--- src/hw/rtl/gbn_pkg.sv ---
// Shared constants, types and helpers of the greedy box suppression block.
// No dependencies; every other file but the defines header uses it.
package gbn_pkg;

   localparam int MAX_BOXES  = 64;
   localparam int COORD_BITS = 16;
   localparam int FIELD_W    = 16;
   localparam int SCORE_W    = 24;
   localparam int THR_W      = 16;
   localparam int LIMIT_W    = 7;
   localparam int THR_FRAC   = 16;
   localparam int IDX_W      = $clog2(MAX_BOXES);
   localparam int CNT_W      = $clog2(MAX_BOXES + 1);
   localparam int LIM_W      = (CNT_W > LIMIT_W) ? CNT_W : LIMIT_W;
   localparam int AD_W       = COORD_BITS + 2;
   localparam int AREA_W     = 2 * COORD_BITS + 2;
   localparam int TA_W       = 2 * COORD_BITS + THR_FRAC + 3;
   localparam int INTER_W    = 2 * COORD_BITS + 2;
   localparam int CSR_IDX_W  = 2;

   localparam logic [CSR_IDX_W-1:0] CSR_THRESHOLD = 2'd0;
   localparam logic [CSR_IDX_W-1:0] CSR_KEEP_LIMIT = 2'd1;
   localparam logic [CSR_IDX_W-1:0] CSR_ADD_SCORE = 2'd2;

   localparam logic [THR_W-1:0]   THRESHOLD_RESET = 16'd32768;
   localparam logic [LIMIT_W-1:0] KEEP_LIMIT_RESET = 7'd64;

   typedef struct packed {
      logic                         valid;
      logic                         supp;
      logic                         kept;
      logic signed [SCORE_W-1:0]    score;
      logic signed [COORD_BITS-1:0] left;
      logic signed [COORD_BITS-1:0] top;
      logic signed [COORD_BITS-1:0] right;
      logic signed [COORD_BITS-1:0] bottom;
      logic signed [TA_W-1:0]       thr_area;
   } cell_type;

   typedef struct packed {
      logic insert;
      logic rotate;
      logic clear;
   } cell_ctl_type;

   typedef enum logic [2:0] {
      ST_LOAD,
      ST_FLUSH,
      ST_SUPP,
      ST_ALIGN,
      ST_EMIT
   } state_type;

   function automatic logic signed [SCORE_W-1:0] sat_add(
      input logic signed [SCORE_W-1:0] a,
      input logic signed [SCORE_W-1:0] b
   );
      logic signed [SCORE_W:0] sum;
      sum = (SCORE_W + 1)'(a) + (SCORE_W + 1)'(b);
      if (sum[SCORE_W] != sum[SCORE_W-1]) begin
         return sum[SCORE_W] ? {1'b1, {(SCORE_W - 1){1'b0}}} : {1'b0, {(SCORE_W - 1){1'b1}}};
      end
      return sum[SCORE_W-1:0];
   endfunction

endpackage

--- src/hw/rtl/gbn_cell.sv ---
// One entry of the box ring: sorted insertion on load, rotation during
// suppression, realignment and output, then clear. Depends on gbn_pkg.
module gbn_cell (
   input  logic                  clock,
   input  logic                  reset,
   input  gbn_pkg::cell_ctl_type ctl,
   input  gbn_pkg::cell_type     new_data,
   input  gbn_pkg::cell_type     prev_data,
   input  gbn_pkg::cell_type     next_data,
   input  logic                  prev_keep,
   output gbn_pkg::cell_type     data,
   output logic                  keep
);
   import gbn_pkg::*;

   cell_type data_ff, data_in;

   assign keep = data_ff.valid && (data_ff.score >= new_data.score);
   assign data = data_ff;

   always_comb begin
      data_in = data_ff;
      if (ctl.clear) begin
         data_in.valid = 1'b0;
         data_in.supp = 1'b0;
         data_in.kept = 1'b0;
      end else if (ctl.rotate) begin
         data_in = next_data;
      end else if (ctl.insert) begin
         if (!prev_keep) begin
            data_in = prev_data;
         end else if (!keep) begin
            data_in = new_data;
         end
      end
   end

   always_ff @(posedge clock) begin
      if (reset) begin
         data_ff.valid <= 1'b0;
         data_ff.supp <= 1'b0;
         data_ff.kept <= 1'b0;
      end else begin
         data_ff <= data_in;
      end
   end

endmodule

--- config.mk ---
export PLATFORM = sky130hd
export DESIGN_NAME = gbn_cell
export DESIGN_NICKNAME = d
export VERILOG_FILES = /design/src/hw/rtl/gbn_pkg.sv /design/src/hw/rtl/gbn_cell.sv
export SDC_FILE = /design/constraint.sdc
export NUM_CORES = 1
export LEC_CHECK = 0
export BUFFER_PORTS_ARGS = -buffer_cell sky130_fd_sc_hd__buf_2
export CAP_MARGIN = 20
export CORE_AREA = 2 2 226 228
export DETAILED_ROUTE_END_ITERATION = 12
export DIE_AREA = 0 0 228 230
export GPL_TIMING_DRIVEN = 0
export PLACE_DENSITY = 0.39
export SLEW_MARGIN = 20
export SYNTH_ARGS = -nofsm -noshare
export SYNTH_HDL_FRONTEND = slang
export SYNTH_SLANG_ARGS = --single-unit
--- constraint.sdc ---
create_clock -name clock -period 27.9 [get_ports clock]
set_input_delay 8.37 -clock clock [delete_from_list [all_inputs] [get_ports clock]]
set_output_delay 8.37 -clock clock [all_outputs]
set_load 0.05 [all_outputs]
== Yosys cells after proc, flatten, opt, wreduce, memory -nomap -nowiden ==
Index checks and enable logic that the tools add are counted.

* Output and inout bits: 143
* Input bits: 432
* Register bits after elaboration: 142
* Word-level logic and storage cells: 22

* Bitwise logic cells: 2
* Magnitude comparators: 1
* Muxes and demuxes: 4
* Reduce and logical (&&, ||, !) cells: 5
* Equal/unequal tests: 1

{| class="wikitable"
|+ Operators with widths
! kind !! count
|-
| 142-bit two-way mux || 4
|-
| 24-bit greater-or-equal comparator || 1
|-
| 4-bit AND reduction || 1
|-
| 3-bit != test (second input constant) || 1
|-
| 1-bit inverter || 2
|-
| 2-bit AND reduction || 1
|-
| 2-bit nonzero test || 1
|-
| 2-bit OR reduction || 1
|-
| 1-bit logical AND || 1
|}

== Depth between registers and ports, before layout ==
* Depth after elaboration: 6
* Gate-level depth with buffers: 9
* Depth with buffers taken out: 9

== Worst setup path before layout ==
OpenSTA, ideal clock, no wires.

* Path kind: input to register
* Start point: in new_data[132] (netlist name)
* End point: reg data_ff (netlist bit data[0]) (enable)
* Buffers on the path: 0
* Data required time: 26.906 ns
* Cell stages on the path: 8
* Slack: 4.253 ns
* Data arrival time: 22.654 ns
* Cell sequence: inv_1 ha_1 a21oi_1 nor2_1 a211oi_1 o211ai_2 a31o_2 nor4_1

* Word-level cells in the longest chain between the ends: 4

{| class="wikitable"
|+ RTL lines
! what !! line !! source
|-
| start: declaration || gbn_cell.sv:7 || <nowiki>input gbn_pkg::cell_type new_data,</nowiki>
|-
| 24-bit greater-or-equal comparator || gbn_cell.sv:18 || <nowiki>assign keep = data_ff.valid && (data_ff.score >= new_data.score);</nowiki>
|-
| 1-bit logical AND || gbn_cell.sv:18 ||
|-
| 3-bit != test (no source line) || -- ||
|-
| 4-bit AND reduction (no source line) || -- ||
|-
| end signal: assignment || gbn_cell.sv:44 || <nowiki>data_ff <= data_in;</nowiki>
|-
| end: declaration || gbn_cell.sv:16 || <nowiki>cell_type data_ff, data_in;</nowiki>
|}

No other way between the ends.
A chain may end at the register's enable or synchronous reset.

== Final worst setup path ==
* Start point: in new_data[132] (netlist name)
* End point: out keep

* Word-level cells in the longest chain between the ends: 2

{| class="wikitable"
|+ RTL lines
! what !! line !! source
|-
| 24-bit greater-or-equal comparator || gbn_cell.sv:18 ||
|-
| 1-bit logical AND || gbn_cell.sv:18 ||
|-
| end: declaration || gbn_cell.sv:12 || <nowiki>output logic keep</nowiki>
|}

No other way between the ends.

==> impl_metrics.py <==
metrics = {
    "status": {
        "status": "finished, final reports clean",
    },
    "final_layout": {
        "drive_gt1_share_pct": 48.1,
        "fillers": 5550,
        "finalNonFillerCells": 2031,
        "post-route-util_pct": 24.8,
        "nNetsFinal": 1799,
        "final_cell_area_um2": 12300,
        "largest_register_ffs": 142,
        "syn2layout_area_growth_pct": 56.2,
    },
    "placed_design": {
        "dp_slack_ns": 9.21,
        "dpl.cell_count": 1996,
        "placed_cell_area_um2": 11800,
        "routabilityCongestion": 0.890,
        "place_hpwl_mm": 30.3,
        "portBuffers": 572,
    },
    "worst_setup_path": {
        "critPathCaptureType": "output pin",
        "critical_path_required_ns": 19.53,
        "crit_path_start": "new_data[132]",
        "path_max_fanout": 4,
        "rr_worst_depth": 17,
        "reg2reg_setup_slack_ns": 23.14,
        "r2r_end": "data[65]",
        "r2r_start": "data[138]",
        "crit_end": "keep",
        "critPathKind": "in -> out",
        "cp-start-kind": "input pin",
        "arrival_ns": 10.29,
    },
    "clock_tree": {
        "clk_path_buf_depth": 2,
        "cts_resized": 0,
        "hold_buffers": 0,
        "cts_sinks": 142,
        "cts.clk_slew.worst_paths_ns": 0.06,
        "cts_tree": "done",
        "clk_latency_ns": 0.47,
        "clockRootBuffer": "clkbuf_16",
        "post_cts_buffers": 0,
        "cts_buffers": 17,
        "htree_num_levels": 4,
    },
    "synthesis": {
        "synth_area_per_cell_um2": 10.9,
        "async_reset_ff_share_pct": 0,
        "synth_fp_nets": 1182,
        "synth_edf_count": 139,
        "ys_ff_latch": 142,
        "synth_warnings": 0,
        "synth-main-ff-cell": "edfxtp_1",
        "synth_top_area_share_pct": 52.8,
        "syn_area_um2": 7900,
        "synthMostInstantiatedCell": "nand2_1",
        "synth_common_cells": "nand2_1 (150), o21ai_0 (146), mux2i_1 (142)",
        "synth_largest_area_cell": "edfxtp_1",
        "synth_area_leaders": "edfxtp_1 (53%), mux2i_1 (18%), o21ai_0 (9.3%), nand2_1 (7.1%), ha_1 (3.8%)",
        "yosysSeqAreaShare_pct": 53.6,
        "synth_cell_type_count": 30,
        "synthCells": 726,
    },
    "die": {
        "die_w_um": 228,
        "ios": 575,
        "core-area_um2": 49900,
        "die_y_um": 230,
        "start_util_pct": 15.8,
        "die_area_um2": 52400,
        "std_cell_rows": 82,
    },
    "route": {
        "vias_per_cell": 3.93,
        "routed-via-count": 7973,
        "ant_nets": 0,
        "drt-pass1-iter-count": 4,
        "drcViolationCount": 0,
        "routed_wl_mm": 35.9,
        "wl_per_cell_um": 17.7,
        "detail_route.iter0.violations": 305,
    },
    "power": {
        "p_leak_nw": 5.88,
        "pwr_density_cell_nw_per_um2": 49.8,
        "power_mw": 0.615,
        "ir_worst_vdd_v": 0.0000440,
    },
    "timing": {
        "setup_viol": 0,
        "max_freq_ghz": 0.0536,
        "fin_crit_ns": 18.66,
        "hold_slack_ns": 0.524,
        "relSlewSlack_pct": 37.1,
        "worst_slack_ns": 9.24,
        "finalHoldViolCount": 0,
        "setup_tns_ns": 0,
        "fin_worst_skew_ns": 0.00933,
        "worst_slew_pin_slew_ns": 0.943,
        "final-max-slew-violation-count": 0,
        "fin_crit_sh_pct": 66.9,
        "rsz0062_at_grt": "no",
    },
    "global_route": {
        "antenna_found_initial": 3,
        "grt_pass1_wl_mm": 51.9,
        "grt_pass1_vias": 8500,
        "grt_overflow": 0,
        "grt_start_max_net_pins": 17,
        "groute.usage.overall_pct": 13.5,
    },
    "job": {
        "drv_cap": 0,
    },
    "hold_path": {
        "hp-class": "reg -> reg",
    },
}
## final cells by class
cell class / instances / area [um^2] / share of cell area [%]
Antenna cell: 4 / 10.0 / 0.0811
Tap cell: 672 / 841 / 6.81
Timing Repair Buffer: 598 / 3020 / 24.4
Buffer: 48 / 199 / 1.61
Clock buffer: 17 / 425 / 3.45
Clock inverter: 14 / 144 / 1.17
Inverter: 26 / 97.6 / 0.791
Multi-Input combinational cell: 510 / 3380 / 27.4
Sequential cell: 142 / 4230 / 34.3
## critical path, cell delays in order
cell     delay [ns]
buf_2          0.10
inv_1          0.04
ha_1           0.32
nand4_2        0.20
nor4_4         0.42
o32ai_2        0.19
mux2i_1        0.22
a22o_1         0.16
buf_2          0.26
## power by group
group,switching (mW),total [mW],internal [mW],leakage (nW)
clock,0.0993,0.230,0.131,0.281
sequential,0.00306,0.251,0.248,1.33
combinational,0.0850,0.134,0.0493,4.27
## worst min path at each step
stage | cells after the start | to | start | slack, ns
2_1_floorplan | 2 | data[139] | data[139] | 0.73
3_3_place_gp | 2 | data[140] | data[140] | 0.51
3_5_place_dp | 2 | data[140] | data[140] | 0.52
4_1_cts | 2 | data[140] | data[140] | 0.54
5_1_grt | 2 | data[139] | data[139] | 0.55
6_report | 2 | data[140] | data[140] | 0.52
## kinds of logic after synthesis
family / count (synthesis) / synth area share, %
buffers and inverters: 74 / 3.74
and+or+nand+nor: 174 / 9.50
DFF: 142 / 53.6
adders and majority gates: 24 / 3.80
AOI/OAI and AO/OA: 170 / 11.4
muxes: 142 / 18.0
## placed cells by master (no fill, tap or decap), types with 2 or more instances in the layout
cell type  count
mux2i_1      142
inv_6          3
buf_1          3
nor3_1         3
clkbuf_16     17
ha_1          24
bufinv_16      2
clkinv_2       4
edfxtp_1     139
o31ai_1        2
nand3_1        4
buf_4          9
nand4_1        4
nand2_1      150
inv_1         26
clkbuf_1      30
a21oi_1       12
o21ai_0      146
buf_2        603
o211ai_1       3
nor4_4         2
dfxtp_1        3
diode_2        4
nand4_2        2
clkinv_4       3
nor2_1         5
## routing by layer
layer	part of all wire (%)	vias up	GRT usage, %
met4	2.0	2	4.84
met5	0.033	-	0
met2	50	332	23.6
met1	41	3699	15.6
met3	6.9	42	4.25
li1	-	3898	-
(Power assumes the default switching activity.)
