`src/hw/rtl/gbn_pkg.sv`:
```
// Shared constants, types and helpers of the greedy box suppression block.
// No dependencies; every other file but the defines header uses it.
package gbn_pkg;

   localparam int MAX_BOXES  = 64;
   localparam int COORD_BITS = 16;
   localparam int FIELD_W    = 16;
   localparam int SCORE_W    = 24;
   localparam int THR_W      = 16;
   localparam int LIMIT_W    = 7;
   localparam int THR_FRAC   = 16;
   localparam int IDX_W      = $clog2(MAX_BOXES);
   localparam int CNT_W      = $clog2(MAX_BOXES + 1);
   localparam int LIM_W      = (CNT_W > LIMIT_W) ? CNT_W : LIMIT_W;
   localparam int AD_W       = COORD_BITS + 2;
   localparam int AREA_W     = 2 * COORD_BITS + 2;
   localparam int TA_W       = 2 * COORD_BITS + THR_FRAC + 3;
   localparam int INTER_W    = 2 * COORD_BITS + 2;
   localparam int CSR_IDX_W  = 2;

   localparam logic [CSR_IDX_W-1:0] CSR_THRESHOLD = 2'd0;
   localparam logic [CSR_IDX_W-1:0] CSR_KEEP_LIMIT = 2'd1;
   localparam logic [CSR_IDX_W-1:0] CSR_ADD_SCORE = 2'd2;

   localparam logic [THR_W-1:0]   THRESHOLD_RESET = 16'd32768;
   localparam logic [LIMIT_W-1:0] KEEP_LIMIT_RESET = 7'd64;

   typedef struct packed {
      logic                         valid;
      logic                         supp;
      logic                         kept;
      logic signed [SCORE_W-1:0]    score;
      logic signed [COORD_BITS-1:0] left;
      logic signed [COORD_BITS-1:0] top;
      logic signed [COORD_BITS-1:0] right;
      logic signed [COORD_BITS-1:0] bottom;
      logic signed [TA_W-1:0]       thr_area;
   } cell_type;

   typedef struct packed {
      logic insert;
      logic rotate;
      logic clear;
   } cell_ctl_type;

   typedef enum logic [2:0] {
      ST_LOAD,
      ST_FLUSH,
      ST_SUPP,
      ST_ALIGN,
      ST_EMIT
   } state_type;

   function automatic logic signed [SCORE_W-1:0] sat_add(
      input logic signed [SCORE_W-1:0] a,
      input logic signed [SCORE_W-1:0] b
   );
      logic signed [SCORE_W:0] sum;
      sum = (SCORE_W + 1)'(a) + (SCORE_W + 1)'(b);
      if (sum[SCORE_W] != sum[SCORE_W-1]) begin
         return sum[SCORE_W] ? {1'b1, {(SCORE_W - 1){1'b0}}} : {1'b0, {(SCORE_W - 1){1'b1}}};
      end
      return sum[SCORE_W-1:0];
   endfunction

endpackage

```
`src/hw/rtl/gbn_overlap.sv`:
```
// Overlap test of the ring head against the current kept box:
// intersection scaled by 65536 against threshold times area. Depends on gbn_pkg.
module gbn_overlap (
   input  gbn_pkg::cell_type pivot,
   input  gbn_pkg::cell_type head,
   output logic              hit
);
   import gbn_pkg::*;

   logic signed [COORD_BITS-1:0] x1, y1, x2, y2;
   logic signed [AD_W-1:0]       w, h;
   logic [COORD_BITS:0]          wu, hu;
   logic [INTER_W-1:0]           inter;
   logic signed [TA_W-1:0]       lhs;
   logic                         w_pos, h_pos;

   always_comb begin
      x1 = (pivot.left > head.left) ? pivot.left : head.left;
      y1 = (pivot.top > head.top) ? pivot.top : head.top;
      x2 = (pivot.right < head.right) ? pivot.right : head.right;
      y2 = (pivot.bottom < head.bottom) ? pivot.bottom : head.bottom;
      w = AD_W'(x2) - AD_W'(x1) + AD_W'(1);
      h = AD_W'(y2) - AD_W'(y1) + AD_W'(1);
      w_pos = !w[AD_W-1] && (w != '0);
      h_pos = !h[AD_W-1] && (h != '0);
      wu = w[COORD_BITS:0];
      hu = h[COORD_BITS:0];
      inter = INTER_W'(wu) * INTER_W'(hu);
      lhs = $signed({1'b0, inter, {THR_FRAC{1'b0}}});
      hit = w_pos && h_pos && (lhs > head.thr_area);
   end

endmodule

```
`config.mk`:
```
export PLATFORM = sky130hd
export DESIGN_NAME = gbn_overlap
export DESIGN_NICKNAME = d
export VERILOG_FILES = /design/src/hw/rtl/gbn_pkg.sv /design/src/hw/rtl/gbn_overlap.sv
export SDC_FILE = /design/constraint.sdc
export NUM_CORES = 1
export LEC_CHECK = 0
export CAP_MARGIN = 20
export CORE_ASPECT_RATIO = 0.75
export CORE_MARGIN = 4
export CORE_UTILIZATION = 55
export DETAILED_ROUTE_END_ITERATION = 16
export DONT_BUFFER_PORTS = 1
export PLACE_DENSITY = 0.74
export SLEW_MARGIN = 20
export SYNTH_ARGS = -nofsm -noshare
export SYNTH_HDL_FRONTEND = slang
export SYNTH_SLANG_ARGS = --single-unit
export TNS_END_PERCENT = 5
```
`constraint.sdc`:
```
create_clock -name vclk -period 31.7
set_input_delay 3.17 -clock vclk [all_inputs]
set_output_delay 3.17 -clock vclk [all_outputs]
set_load 0.05 [all_outputs]
```
Yosys cells after proc, flatten, opt, wreduce, memory -nomap -nowiden
Index checks and enable logic that the tools add are counted.
{"block": "totals", "ff_bits": 0, "input_bits": 284}
{"block": "classes", "add_sub_neg": 4, "n_mul": 1, "n_lt_le_gt_ge": 5, "mux": 4, "reduce_logical": 8}
{"op": "16-bit two-way mux", "n": 4}
{"op": "51-bit > comparator", "n": 1}
{"op": "17-bit by 2-bit adder with 18-bit output, second input constant", "n": 2}
{"op": "18-bit nonzero test", "n": 2}
{"op": "17-bit by 17-bit multiplier with 34-bit output", "n": 1}
{"op": "16-bit by 16-bit subtractor with 17-bit output", "n": 2}
{"op": "16-bit > comparator", "n": 2}
{"op": "16-bit less-than comparator", "n": 2}
{"op": "1-bit logical AND", "n": 4}
{"op": "1-bit logical NOT", "n": 2}

Longest topological paths before layout
{"block": "logic_depth", "word_depth": 8, "ltp_mapped": 53, "ltp_nobuf": 51}

Worst setup path after synthesis
No wires, ideal clock.
{"block": "synth_path", "kind": "input -> output", "startpoint": "input port head[100] (netlist name)", "endpoint": "output port hit", "arrival_ps": 14232, "slack_ps": 14298, "cell_stages": 50, "n_path_buf": 3, "path_cell_list": "inv_1 ha_1 nor2b_1 o21a_1 o21a_1 o21bai_1 a21o_1 and3_1 buf_2 mux2i_1 a221o_1 ha_1 inv_1 ha_1 fa_1 a211oi_1 o21ai_1 a31o_2 (+14 left out) clkbuf_1 o21ai_0 a21oi_1 o21ai_0 a211oi_1 a21oi_1 a221o_1 nand2_1 o211ai_1 ha_1 and4b_1 nand4_1 nor3_1 nand2_1 o211ai_1 nand4_1 a41o_1 nor2_1"}
{"block": "synth_between", "elab_chain_cells": 8, "word_cells_on_any_way": 11}
{"element": "start: declaration", "line": "gbn_overlap.sv:5", "source": "input gbn_pkg::cell_type head,"}
{"element": "16-bit > comparator", "line": "gbn_overlap.sv:18", "source": "x1 = (pivot.left > head.left) ? pivot.left : head.left;"}
{"element": "16-bit two-way mux (*)", "line": "gbn_overlap.sv:18"}
{"element": "16-bit by 16-bit subtractor with 17-bit output (*)", "line": "gbn_overlap.sv:22", "source": "w = AD_W'(x2) - AD_W'(x1) + AD_W'(1);"}
{"element": "17-bit by 2-bit adder with 18-bit output (*)", "line": "gbn_overlap.sv:22"}
{"element": "branches (longest 3 deep; another with 51-bit > comparator)"}
{"element": "1-bit logical AND (*)", "line": "gbn_overlap.sv:30", "source": "hit = w_pos && h_pos && (lhs > head.thr_area);"}
{"element": "end: declaration", "line": "gbn_overlap.sv:6", "source": "output logic hit"}
Mark *: on every way between the ends.

Worst setup path in the final report
{"block": "layout_path", "startpoint": "input port head[98] (netlist name)", "endpoint": "output port hit"}
{"block": "layout_between", "elab_chain_cells": 8, "word_cells_on_any_way": 11}
{"element": "16-bit > comparator", "line": "gbn_overlap.sv:19", "source": "y1 = (pivot.top > head.top) ? pivot.top : head.top;"}
{"element": "16-bit two-way mux (*)", "line": "gbn_overlap.sv:19"}
{"element": "16-bit by 16-bit subtractor with 17-bit output (*)", "line": "gbn_overlap.sv:23", "source": "h = AD_W'(y2) - AD_W'(y1) + AD_W'(1);"}
{"element": "17-bit by 2-bit adder with 18-bit output (*)", "line": "gbn_overlap.sv:23"}
{"element": "branches (longest 3 deep; another with 51-bit > comparator)"}
{"element": "1-bit logical AND (*)", "line": "gbn_overlap.sv:30"}
Marked as above.

==> implementation parameters <==
Parameter                              Value

Synth
  Synthesis warning total    0
  Mean area per synthesized cell    7.89 sq um
  Cell count after synthesis    2,033
  Post-synthesis share of cell area spent on and, or, nand and nor gates    18.0%
  Sequential fraction of the synthesis area    0%
  Post-synthesis share of cell area spent on xor and xnor gates    2.68%
  Post-synth cell types    72
  Multiplexer share of the synthesized area    2.25%
  Cell area after synthesis    16,000 sq um
  Total nets after synthesis    2,811
  Complex-gate fraction of the synthesized area    16.2%
  Post-synthesis adder-cell area fraction    49.1%
  Main combinational cell family by area after synthesis    adder cells

Timing
  Accumulated negative setup slack    0 ns
  Unrepaired setup endpoints after global routing    false
  Worst-margin pin slew    1.13 ns
  Setup violations, final    0
  Final worst path period share    65.9%
  Max Fclk    0.0479 GHz
  Pins Over Slew Limit    0
  Final critical delay including setup and external delays    20.88 ns
  Normalized max-slew margin    24.6%
  Hold violation total from the final report    0

Status
  Status    finished clean

Route
  Drt first pass iters    5
  Average via count per standard cell    5.92
  M1 wire length    18,400 microns
  Violation count after the first detailed-route iteration    986
  Met3 routed WL    4390 microns
  Routed wire length per instance    17.8 microns
  Max Used Layer    met4
  Total length of routed wires    42,000 microns
  Post-detailed-route DRC marker count    0
  Overall via count from detail_route    14,000
  Number of antenna-violating nets in the routed design    0
  Met2 Routed Length    18,500 microns

Setup path
  Setup crit end kind    output port
  Kind of start point of the critical path    input port
  Slowest stage cell, crit path    ha_1
  Cell seen most often among critical-path stages    fa_1
  Crit path required time    28.53 ns
  Sum of buffers and inverters on the critical path    3
  Slowest cell delay on critical path    0.97 ns
  Critical path arrival    17.71 ns
  Max FO, Critical Path    36
  Cell family with the largest share of critical-path delay    adder cells
  Crit Path Category    in2out

CTS
  Post-CTS Hold Fix Bufs    0
  Post-cts sizing count    0
  Setup bufs post-CTS    0

Global route
  GR Overflow Total    0
  Overall fraction of global-route tracks in use    26.4%
  First-pass GRT wire length    70,300 microns
  Largest net degree at the start of global routing    37
  Number of global-route vias before repair    14,100
  Antenna violations before repair    0

Finish
  Combined area of the multi-input logic cells    14,300 sq um
  Number of inserted diodes    0
  Clock buffer count    0
  Register area    0 sq um
  Share of cells above drive strength 1    3.24%
  Synthesis-to-finish area growth    2.75%
  Number of inserted filler cells in the final layout    2,657
  Number of sequential cells in the layout    0
  Number of nets in the final layout    2,756

Floorplan
  Core footprint    28,400 sq um
  FP Rows    53
  Total I/O pin count    285
  Die width    205 microns
  Total Die Area    32,000 sq um
  Chip Height    156 microns
  Initial core utilization    56.5%

Placed design
  Count of port buffers added during placement    0
  Global placer's final weighted congestion    0.886
  Final HPWL DP    35,300 microns

Worst hold path
  HP Class    in2out

Flow run
  # Max-Cap Violations    0
==> per-stage QoR <==
step / setup slack [ns] / util, % / hold WS, ns / area (sq um) / cells
finish: 10.82 / 58.1 / 7.38 / 16500 / 2361
global route: 9.79 / 58.1 / 7.44 / 16500 / 2361
CTS: 10.64 / 58.0 / 7.39 / 16500 / 2361
detailed placement: 10.72 / 58.0 / 7.39 / 16500 / 2361
global placement: 10.83 / 58.0 / 7.38 / 16500 / 2361
floorplan: 14.30 / - / 7.09 / 16000 / 2033
==> cell usage after synthesis (all sizes together), types with 15 or more instances <==
master	count	area share, %
a211oi	15	0.73
a21o	48	2.2
a21oi	95	3.0
a221oi	22	1.3
a22o	16	0.87
and2	71	2.8
clkbuf	61	1.4
fa	226	28
ha	268	21
inv	423	9.9
mux2	16	1.1
mux2i	18	1.1
nand2	229	5.4
nand2b	27	1.1
nand3	40	1.2
nand3b	17	0.80
nand4	25	0.98
nor2	73	1.7
nor2b	17	0.66
nor3	34	1.1
o2111ai	19	1.0
o211ai	18	0.84
o21ai	58	1.9
xnor2	35	1.9
==> worst min-delay path, stage by stage <==
cell and delay, ns:
nand2_1 0.05, o311ai_1 0.08, ha_1 0.16, a31oi_1 0.12, a41o_1 0.23, nand4_1 0.09, a41o_1 0.09, nor2_1 0.22
==> per-layer routing <==
metal	global-route usage, %	vias up
li1	-	6612
met1	37.2	6747
met2	42.7	568
met3	6.21	54
met4	4.05	0
met5	0	-
==> placed cells by master (no fill, tap or decap), drive strengths merged, types with 6 or more instances in the layout <==
cell,n
nand2,229
fa,226
o21ai,58
nor2,73
a21oi,95
mux2i,18
and3,13
nor4,13
o21a,12
nand2b,27
o2111ai,19
nor2b,17
a22o,16
nand4,25
nand3b,17
a221o,6
nor3,34
ha,268
o211ai,18
a21o,48
o21bai,8
o31ai,6
and2,71
xor2,14
a2111oi,7
a221oi,22
mux2,16
nand3,40
xnor2,35
buf,18
inv,423
or2,6
a31oi,11
a211oi,15
==> cells by family (layout without fill, tap and decap cells) <==
kind of cell	after synthesis	in the layout
AOI/OAI and AO/OA	372	372
xor gates and xnor gates	49	49
adders and majority gates	494	494
buffers and inverters	499	442
muxes	34	34
and+or+nand+nor	585	585
==> final timing paths <==
path                  cells after the start  slack [ns]       from  end
worst max-delay path                     43       10.82   head[98]  hit
worst min-delay path                      8        7.38  pivot[66]  hit
==> final cells by class <==
cell class	count	area share, %
inverter	424	9.66
multi-input combinational	1534	86.6
tap	385	2.92
timing repair buffer	18	0.820
Power is not shown: default switching activity piles up to over one toggle a cycle in this logic, so the estimate is an artifact.
